--- config.mk ---
export PLATFORM = sky130hd
export DESIGN_NAME = rlr_queue
export DESIGN_NICKNAME = d
export VERILOG_FILES = /design/src/rtl/rlr_pkg.sv /design/src/rtl/rlr_queue.sv
export SDC_FILE = /design/constraint.sdc
export NUM_CORES = 1
export LEC_CHECK = 0
export BUFFER_PORTS_ARGS = -buffer_cell sky130_fd_sc_hd__buf_2
export CORE_MARGIN = 2
export CORE_UTILIZATION = 40
export DETAILED_ROUTE_END_ITERATION = 8
export MAX_ROUTING_LAYER = met4
export REMOVE_ABC_BUFFERS = 1
export SETUP_SLACK_MARGIN = 0.15
export SLEW_MARGIN = 20
export SYNTH_ARGS = -nofsm -noshare
export SYNTH_HDL_FRONTEND = slang
export SYNTH_SLANG_ARGS = --single-unit
--- constraint.sdc ---
create_clock -name clk -period 16.7 [get_ports clk]
set_input_delay 3.34 -clock clk [delete_from_list [all_inputs] [get_ports clk]]
set_output_delay 3.34 -clock clk [all_outputs]
set_load 0.02 [all_outputs]
--- src/rtl/rlr_pkg.sv ---
// shared types and constants for the relu relaxation unit
package rlr_pkg;

  localparam int NUM_W = 63;
  localparam int QUO_W = 31;
  localparam int QUEUE_DEPTH = 4;
  localparam int PTR_W = 2;
  localparam int CNT_W = 3;
  localparam int CFG_IDX_W = 2;

  localparam logic [CFG_IDX_W-1:0] REG_HEUR = 2'd0;
  localparam logic [CFG_IDX_W-1:0] REG_TWO = 2'd1;

  typedef enum logic [1:0] {
    KIND_INACT,
    KIND_ACTIVE,
    KIND_CROSS
  } kind_t;

  typedef struct packed {
    kind_t       kind;
    logic        lo_one;
    logic        has_aux;
    logic        aux_one;
    logic [31:0] onl;
    logic [30:0] oup;
  } meta_t;

  typedef struct packed {
    meta_t            meta;
    logic [31:0]      w;
    logic [NUM_W-1:0] num_l;
    logic [NUM_W-1:0] num_o;
  } item_t;

endpackage

--- src/rtl/rlr_queue.sv ---
// short item queue between front and back
module rlr_queue import rlr_pkg::*; #(
  parameter int INDEX_WIDTH = 16
) (
  input  logic                   clk,
  input  logic                   rst,
  input  logic                   push,
  input  item_t                  push_item,
  input  logic [INDEX_WIDTH-1:0] push_idx,
  input  logic                   push_last,
  input  logic                   pop,
  output item_t                  pop_item,
  output logic [INDEX_WIDTH-1:0] pop_idx,
  output logic                   pop_last,
  output logic                   nonempty,
  output logic [CNT_W-1:0]       count
);

  item_t                  mem_item [QUEUE_DEPTH];
  logic [INDEX_WIDTH-1:0] mem_idx [QUEUE_DEPTH];
  logic                   mem_last [QUEUE_DEPTH];
  logic [PTR_W-1:0]       wr_ptr;
  logic [PTR_W-1:0]       rd_ptr;

  assign nonempty = count != '0;
  assign pop_item = mem_item[rd_ptr];
  assign pop_idx = mem_idx[rd_ptr];
  assign pop_last = mem_last[rd_ptr];

  always_ff @(posedge clk) begin
    if (rst) begin
      wr_ptr <= '0;
      rd_ptr <= '0;
      count <= '0;
    end else begin
      if (push) begin
        wr_ptr <= wr_ptr + PTR_W'(1);
      end
      if (pop) begin
        rd_ptr <= rd_ptr + PTR_W'(1);
      end
      count <= count + CNT_W'(push) - CNT_W'(pop);
    end
  end

  always_ff @(posedge clk) begin
    if (push) begin
      mem_item[wr_ptr] <= push_item;
      mem_idx[wr_ptr] <= push_idx;
      mem_last[wr_ptr] <= push_last;
    end
  end

endmodule

# Word-level counts from Yosys, hierarchy flattened
# Memory sizes are Yosys's and may differ from the RTL's. A register that Yosys moved wholly into a read port is not among the register bits.
# Index checks and enable logic that the tools add are counted.
[word_totals] register_bits=7 ramBits=972 input_bits=247 out_inout_bits=247 mem_count=3
[mem_list] name="mem_item" depth=4 width=226 read_ports=1 rd_clocked_by_memory_dff=1 wr=1 line="rlr_queue.sv:19" text="item_t mem_item [QUEUE_DEPTH];"
[mem_list] name="mem_idx" depth=4 width=16 read_ports=1 rd_clocked_by_memory_dff=1 wr=1 line="rlr_queue.sv:20" text="logic [INDEX_WIDTH-1:0] mem_idx [QUEUE_DEPTH];"
[mem_list] name="mem_last" depth=4 width=1 read_ports=1 rd_clocked_by_memory_dff=1 wr=1 line="rlr_queue.sv:21" text="logic mem_last [QUEUE_DEPTH];"
[op_classes] n_addsub=4 mux=8 reduce_logical=1
[ops] operator="two-way mux 2 bit" n=6
[ops] operator="adder 2 x 1 -> 2 bit, second input constant" n=2
[ops] operator="adder 3 x 1 -> 3 bit" n=1
[ops] operator="nonzero test 3 bit" n=1
[ops] operator="subtractor 3 x 1 -> 3 bit" n=1
[ops] operator="two-way mux 1 bit" n=2

# Longest topological paths before layout
# Gate-level depths: netlist (run 1).
[logic_depth] depth_word=3 depth_mapped=7 ltp_nobuf=7

# Least setup slack after synthesis (run 1)
# Ideal clock, no wire load.
[synth_path] path_kind="input to register" startpoint="in push" endpoint="mem mem_idx[0][0] (enable)" setup_time_ns=0.633 arrival_time_ns=8.836 required_ns=16.067 setup_slack_ns=7.231 path_stages=1 n_path_buf=0 cell_sequence="and2_1"
[synth_via] elab_chain_len=2
[synth_lines] item="from (decl)" line="rlr_queue.sv:7" text="input logic push,"
[synth_lines] item="two-way mux 1 bit" line="rlr_queue.sv:47" text="if (push) begin"
[synth_lines] item="two-way mux 1 bit (not written as such)" line="rlr_queue.sv:49" text="mem_idx[wr_ptr] <= push_idx;"
[synth_lines] item="to (decl)" line="rlr_queue.sv:20"
# Every way passes these cells.

==> metrics.txt, run 1 <==
grt ovf 0; PortBufs 493; DR pass1 iterations 5; hold path startpoint rd_ptr[1]$_SDFFE_PP0P_; Final ANT Viol Nets 0; Die X 302 um; die span in y 302 um; wire length per cell 22.8 um; CP Launch Type register; Required @ worst endpoint 13.36 ns; Post-CTS Hold Buffers 0; post-synthesis cell type count 19; sequential power share 51.4%; HP Class register to register; Post-Route WL 71200 um; Tmin final 6.86 ns; Syn Inst Count 1310; layout cells sized above 1 46.1%; worst setup margin 9.84 ns; crit path kind register to output port; post-cts sizing count 0; Crit. End Element output port; Fin. Hold Viols 0; internal power 0.00429 W; M3 GR Usage 4.86%; DR vias 15706; P&R area growth vs syn 19.7%; clock sinks 981; I/O Pins 494; Hold Crit Depth 2; status finished clean; max-cap violations 0; M2 GR Usage 26.0%; Longest Clk Path Bufs 3; Final Max Slew Viols 0; Post-Place Setup Slack 9.79 ns; Pwr Density 131 mW/mm2; clock share of power 38.5%; # nets final 2122; commonest non-fill, non-tap cell in the layout edfxtp_1; Arrival @ worst endpoint 3.52 ns; grt peak-use layer met2; CTS tree built; Comb pwr share 10.1%; Die ar. 0.0911 mm2; reg2reg path depth 4; first-pass GRT wire length 105000 um; largest net degree at the start of global routing 139; #FFs+latches synth 981; vias in the first global route 16645; Post-Route Setup TNS 0 ns; 1st-iter DRT viols 954; Worst-Margin Slew 1.17 ns; Final setup viols 0; clk_lat worst skew 0.68 ns; maximum vdd drop 0.000105 V; Reg2Reg Setup Slack 13.99 ns; Worst Clk Skew 0.0238 ns; final core area utilization 48.2%; RSZ-0062 raised after global routing no; worst-path fanout max 40; commonest cells after routing, fill and taps aside edfxtp_1, buf_2, mux4_2; fmax 146 MHz; Final GP Congestion 0.756; Mean Syn Cell Area 27.1 um2; Residual DRC 0; Post-Syn Area 0.0355 mm2; detailed-route vias per instance 5.02; H-tree levels 3; Root Buffer clkbuf_16; Ys Warns 0; Seq/Total Area, Yosys 82.8%; met1 Usage GRT 19.1%; dpl hpwl 42600 um; Overall Global Routing Usage 15.9%; initial core utilization 40.3%; Pleak 14.1 nW; Reg clk slew, reported paths 0.06 ns; Core Region 0.0881 mm2; WHS 0.550 ns; Final period util 41.1%; post-CTS setup buffers 0; Slew headroom 22.0%; Num CTS Buffers 101; antenna violations before repair 15; Net Switching 0.00128 W; Site Rows 109; R2R Path Start wr_ptr[0]$_SDFFE_PP0P_; RR Endpoint mem_item[0][182]$_DFFE_PP_; Switching Share 22.9%
how the worst max path moves through the flow:
stage                     depth (start not counted)             to     start  slack, ns
final                                             4  pop_item[149]  register       9.84
after global routing                              4       pop_last  register       9.45
after CTS                                         4  pop_item[149]  register       9.05
after detailed placement                          4  pop_item[149]  register       9.79
after global placement                            4  pop_item[172]  register       9.82
after floorplan                                   1     pop_idx[0]  register       2.43
critical path: stages, from the launching register on:
cell and delay (ns):
dfxtp_4 0.56, buf_4 0.64, buf_4 0.74, mux4_2 0.62, buf_2 0.18
sequential cells by signal, indices dropped and copies added, names as in the netlist, named ones only:
register / cells
mem_item: 904
wr_ptr: 2
count: 3
mem_last: 4
mem_idx: 64
rd_ptr: 2
layer usage:
metal  part of all wire (%)  vias to the layer above  routed length, um
met1                     39                     8325              27700
met2                     52                      424              37200
li1                       -                     6856                  -
met4                    1.9                        0               1380
met5                      0                        -                  0
met3                    7.0                      101               4950
metrics by stage:
stage	power (W)	instances	cell area, um2
5_1_grt	0.00577	3130	42500
3_5_place_dp	0.00349	2929	39200
6_report	0.00557	3130	42500
3_3_place_gp	0.00348	2929	39200
2_1_floorplan	0.00333	1256	35100
4_1_cts	0.00564	3115	42400
kinds of logic after synthesis:
kind of cell               count (synthesis)  share of synthesized area (%)
and+or+nand+nor                           13                          0.198
xor gates and xnor gates                   3                          0.116
adders and majority gates                  7                          0.268
muxes                                    244                           15.5
buffers and inverters                     60                           1.13
AOI/OAI and AO/OA                          2                         0.0423
DFF                                      981                           82.8
power groups by stage:
| stage | clock network (W) | logic, W | registers (W) |
|---|---|---|---|
| floorplan | 0 | 0.000366 | 0.00297 |
| global placement | 0 | 0.000565 | 0.00292 |
| detailed placement | 0 | 0.000570 | 0.00292 |
| CTS | 0.00220 | 0.000572 | 0.00287 |
| global route | 0.00229 | 0.000604 | 0.00287 |
| finish | 0.00214 | 0.000564 | 0.00286 |
cell usage after synthesis:
master	number	area (um2)
ha_1	6	75.1
mux4_2	243	5470
buf_6	19	214
a21bo_2	1	10.0
nand3b_1	1	7.51
nor2_1	5	18.8
or3_1	1	6.26
xnor2_1	2	17.5
edfxtp_1	972	29200
a21oi_1	1	5.00
dfxtp_1	9	180
mux2i_1	1	10.0
inv_1	6	22.5
and2_1	4	25.0
clkbuf_1	8	30.0
fa_1	1	20.0
nor2b_1	2	12.5
xor3_1	1	23.8
buf_2	27	135
layout make-up:
| cell class | count | area (um2) |
|---|---|---|
| Antenna cell | 14 | 35.0 |
| Clock inverter | 62 | 566 |
| Fill cell | 7184 | 45600 |
| Clock buffer | 124 | 2610 |
| Timing Repair Buffer | 509 | 2670 |
| Sequential cell | 981 | 29400 |
| Tap cell | 1165 | 1460 |
| Inverter | 6 | 22.5 |
| Multi-Input combinational cell | 269 | 5710 |
Power figures use the tool's default switching activity.
==> run 2: changes to the inputs <==
==> constraint.sdc (replaced) <==
create_clock -name clk -period 6.8 [get_ports clk]
set_input_delay 1.36 -clock clk [delete_from_list [all_inputs] [get_ports clk]]
set_output_delay 1.36 -clock clk [all_outputs]
set_load 0.02 [all_outputs]
==> metrics.txt, run 2 (synthesized netlist as in run 1, its figures left out) <==
biggest regs mem_item: 904 flops, mem_idx: 64 flops, mem_last: 4 flops; Site Rows 109; Worst Clk Skew 0.0253 ns; Longest Clk Path Bufs 3; CP Launch Type register; crit-path cells buf_12 -> mux4_2 -> buf_2; vias in the first global route 16588; antenna violations before repair 15; Placed Instance Area 0.0393 mm2; delay-heaviest family, CP flip-flops; Biggest register mem_item; max-cap violations 0; largest net degree at the start of global routing 141; Required @ worst endpoint 5.44 ns; Final period util 66.2%; max reg flops 904; fillers 7245; Worst-Margin Slew 1.22 ns; PortBufs 493; Core Region 0.0881 mm2; layout cells sized above 1 45.6%; status finished clean; P&R area growth vs syn 19.7%; DR pass1 iterations 5; Post-Route WL 70800 um; Tmin final 4.50 ns; RSZ-0062 raised after global routing no; Pwr Density 319 mW/mm2; CTS tree built; Final setup viols 0; Crit. End Element output port; Reg clk slew, reported paths 0.06 ns; Arrival @ worst endpoint 3.14 ns; crit path kind register to output port; DR vias 15644; Die ar. 0.0911 mm2; Final GP Congestion 0.742; initial core utilization 40.3%; wire length per cell 22.6 um; 1st-iter DRT viols 904; Post-Route Setup TNS 0 ns; Die X 302 um; # nets final 2124; HP Class register to register; commonest cells after routing, fill and taps aside edfxtp_1, buf_2, mux4_2; maximum vdd drop 0.000219 V; Num CTS Buffers 100; Pleak 14.0 nW; clock sinks 981; first-pass GRT wire length 104000 um; H-tree levels 3; Fin. Hold Viols 0; I/O Pins 494; grt ovf 0; critical path's slowest cell dfxtp_4; worst-path fanout max 140; detailed-route vias per instance 4.99; clk_lat worst skew 0.67 ns; die span in y 302 um; post-cts sizing count 0; Overall Global Routing Usage 15.9%; commonest non-fill, non-tap cell in the layout edfxtp_1; Bufs and invs on worst path 2; dpl hpwl 41200 um; Residual DRC 0; Final ANT Viol Nets 0; Root Buffer clkbuf_16; post-CTS setup buffers 0; slowest stage delay, CP 0.82 ns; Post-CTS Hold Buffers 0; Final Cell Area 0.0425 mm2; Final Max Slew Viols 0; fmax 222 MHz; Slew headroom 18.4%; WHS 0.524 ns
[run 2: path summary, 6_finish.rpt]
| path | to | startpoint | slack (ns) | depth (start not counted) |
|---|---|---|---|---|
| max | pop_item[43] | register | 2.30 | 3 |
| min | register | rd_ptr[1]$_SDFFE_PP0P_ | 0.52 | 2 |
| max reg2reg | mem_item[1][88]$_DFFE_PP_ | wr_ptr[1]$_SDFFE_PP0P_ | 4.80 | 4 |
| min reg2reg | register | rd_ptr[1]$_SDFFE_PP0P_ | 0.52 | 2 |
[run 2: tightest hold or removal path, stage by stage (launching register included)]
cell and delay [ns]:
dfxtp_1 0.31, nand3b_1 0.10, a21oi_1 0.07
[run 2: final cells by class]
cell class | count | area (um2) | area share, %
Sequential cell | 981 | 29400 | 69.2
Multi-Input combinational cell | 269 | 5710 | 13.5
Timing Repair Buffer | 512 | 2770 | 6.52
Clock buffer | 126 | 2620 | 6.17
Tap cell | 1165 | 1460 | 3.43
Clock inverter | 57 | 449 | 1.06
Antenna cell | 18 | 45.0 | 0.106
Inverter | 6 | 22.5 | 0.0531
[run 2: layer usage]
metal	track usage [%]	share of wire, %	vias to the layer above
met1	19.2	39	8237
met4	5.54	2.5	0
li1	-	-	6874
met3	4.62	7.5	111
met2	25.7	51	422
met5	-	0	-
[run 2: per-stage QoR]
step,setup WS [ns],util (%),power [W],instances
floorplan,-5.49,-,0.00819,1256
global placement,2.83,44.6,0.00857,2932
detailed placement,2.80,44.6,0.00860,2932
CTS,2.03,48.1,0.0138,3115
global route,2.16,48.2,0.0141,3130
finish,2.30,48.2,0.0136,3134
[run 2: where the power goes]
| part | internal [W] | switching (W) |
|---|---|---|
| sequential | 0.00696 | 0.0000728 |
| combinational | 0.000555 | 0.000846 |
| clock | 0.00295 | 0.00217 |
| total | 0.0105 | 0.00309 |
==> run 3: changes to the inputs <==
==> constraint.sdc (replaced) <==
create_clock -name clk -period 4.3 [get_ports clk]
set_input_delay 0.86 -clock clk [delete_from_list [all_inputs] [get_ports clk]]
set_output_delay 0.86 -clock clk [all_outputs]
set_load 0.02 [all_outputs]
==> metrics.txt, run 3 (synthesized netlist as in run 1, its figures left out) <==
commonest non-fill, non-tap cell in the layout edfxtp_1; Pwr Density 507 mW/mm2; status finished clean; layout cells sized above 1 47.1%; Placed Instance Area 0.0397 mm2; Root Buffer clkbuf_16; Net Switching 0.00491 W; Final period util 79.6%; Final Max Slew Viols 0; Worst-Margin Slew 0.974 ns; final non-filler cell total 3179; Site Rows 109; 1st-iter DRT viols 958; worst setup margin 0.878 ns; DR pass1 iterations 4; DR vias 15907; dpl hpwl 46600 um; Reg clk slew, reported paths 0.06 ns; Arrival @ worst endpoint 2.56 ns; clock share of power 38.5%; Tmin final 3.42 ns; Num CTS Buffers 99; Overall Global Routing Usage 16.4%; Crit. End Element output port; post-cts sizing count 0; crit path kind register to output port; Die X 302 um; Slew headroom 35.1%; wire length per cell 23.0 um; Post-CTS Hold Buffers 0; worst-path fanout max 70; Pleak 14.3 nW; clock sinks 981; RSZ-0062 raised after global routing no; H-tree levels 3; clk_lat worst skew 0.66 ns; first-pass GRT wire length 108000 um; die span in y 302 um; Required @ worst endpoint 3.44 ns; multi-input logic area 0.00571 mm2; vias in the first global route 17041; Comb pwr share 10.5%; Post-Route WL 73100 um; commonest cells after routing, fill and taps aside edfxtp_1, buf_2, mux4_2; Biggest register mem_item; Reg2Reg Setup Slack 2.10 ns; antenna violations before repair 19; grt ovf 0; detailed-route vias per instance 5.00; Switching Share 22.5%; initial core utilization 40.3%; post-CTS setup buffers 0; biggest regs mem_item: 904 flops, mem_idx: 64 flops, mem_last: 4 flops; Die ar. 0.0911 mm2; Fin. Hold Viols 0; Longest Clk Path Bufs 3; sequential power share 51.0%; maximum vdd drop 0.000397 V; Seq. cell area 0.0294 mm2; CTS tree built; Core Region 0.0881 mm2; largest net degree at the start of global routing 83; I/O Pins 494; Residual DRC 0; CP Launch Type register; PortBufs 493; max reg flops 904; # nets final 2164; Worst Clk Skew 0.0219 ns; P&R area growth vs syn 21.1%; Post-Route Setup TNS 0 ns; fmax 292 MHz; Final GP Congestion 0.748; max-cap violations 0; Final setup viols 0; Post-Place Setup Slack 1.47 ns; Final Cell Area 0.0430 mm2; fillers 7217; placed insts 2974; internal power 0.0169 W; HP Class input port to register; Final ANT Viol Nets 0
==> run 3: cell type report <==
type	instances	share of cell area, %
diodes	23	0.134
clock buffers	128	6.12
clock inverters	54	1.32
inverters	6	0.0524
multi-input cells	269	13.3
flip-flops and latches	981	68.4
well taps	1165	3.39
repair buffers	553	7.32
==> run 3: metrics by stage <==
step | hold slack [ns] | util [%] | total power [W]
6_report | 0.405 | 48.8 | 0.0218
3_3_place_gp | 0.500 | 45.1 | 0.0136
4_1_cts | 0.338 | 48.7 | 0.0221
3_5_place_dp | 0.517 | 45.1 | 0.0137
2_1_floorplan | 0.492 | - | 0.0129
5_1_grt | 0.360 | 48.8 | 0.0226
==> run 3: path summary, 6_finish.rpt <==
check,start,to,cells past startpoint
worst max-delay path,register,pop_item[83],3
worst min-delay path,push_item[11],mem_item[1][11]$_DFFE_PP_,1
worst max register to register,wr_ptr[0]$_SDFFE_PP0P_,mem_item[2][35]$_DFFE_PP_,4
worst min register to register,rd_ptr[0]$_SDFFE_PP0P_,register,2
==> run 3: worst max-delay path, cell delays in order (launching register included) <==
cell	delay, ns
dfxtp_4	0.78
buf_12	0.40
mux4_2	0.42
buf_2	0.18
==> run 3: power by group through the flow <==
| stage | Combinational (W) | Sequential, W | Clock, W |
|---|---|---|---|
| 2_1_floorplan | 0.00142 | 0.0115 | 0 |
| 3_3_place_gp | 0.00231 | 0.0113 | 0 |
| 3_5_place_dp | 0.00234 | 0.0113 | 0 |
| 4_1_cts | 0.00235 | 0.0111 | 0.00863 |
| 5_1_grt | 0.00244 | 0.0111 | 0.00897 |
| 6_report | 0.00228 | 0.0111 | 0.00839 |
==> run 3: metal layers <==
metal,vias to the layer above,routed length (um),global-route usage [%]
met4,0,1540,5.32
met2,423,38100,27.1
met3,105,4960,4.48
li1,6970,-,-
met5,-,0,-
met1,8409,28500,19.6
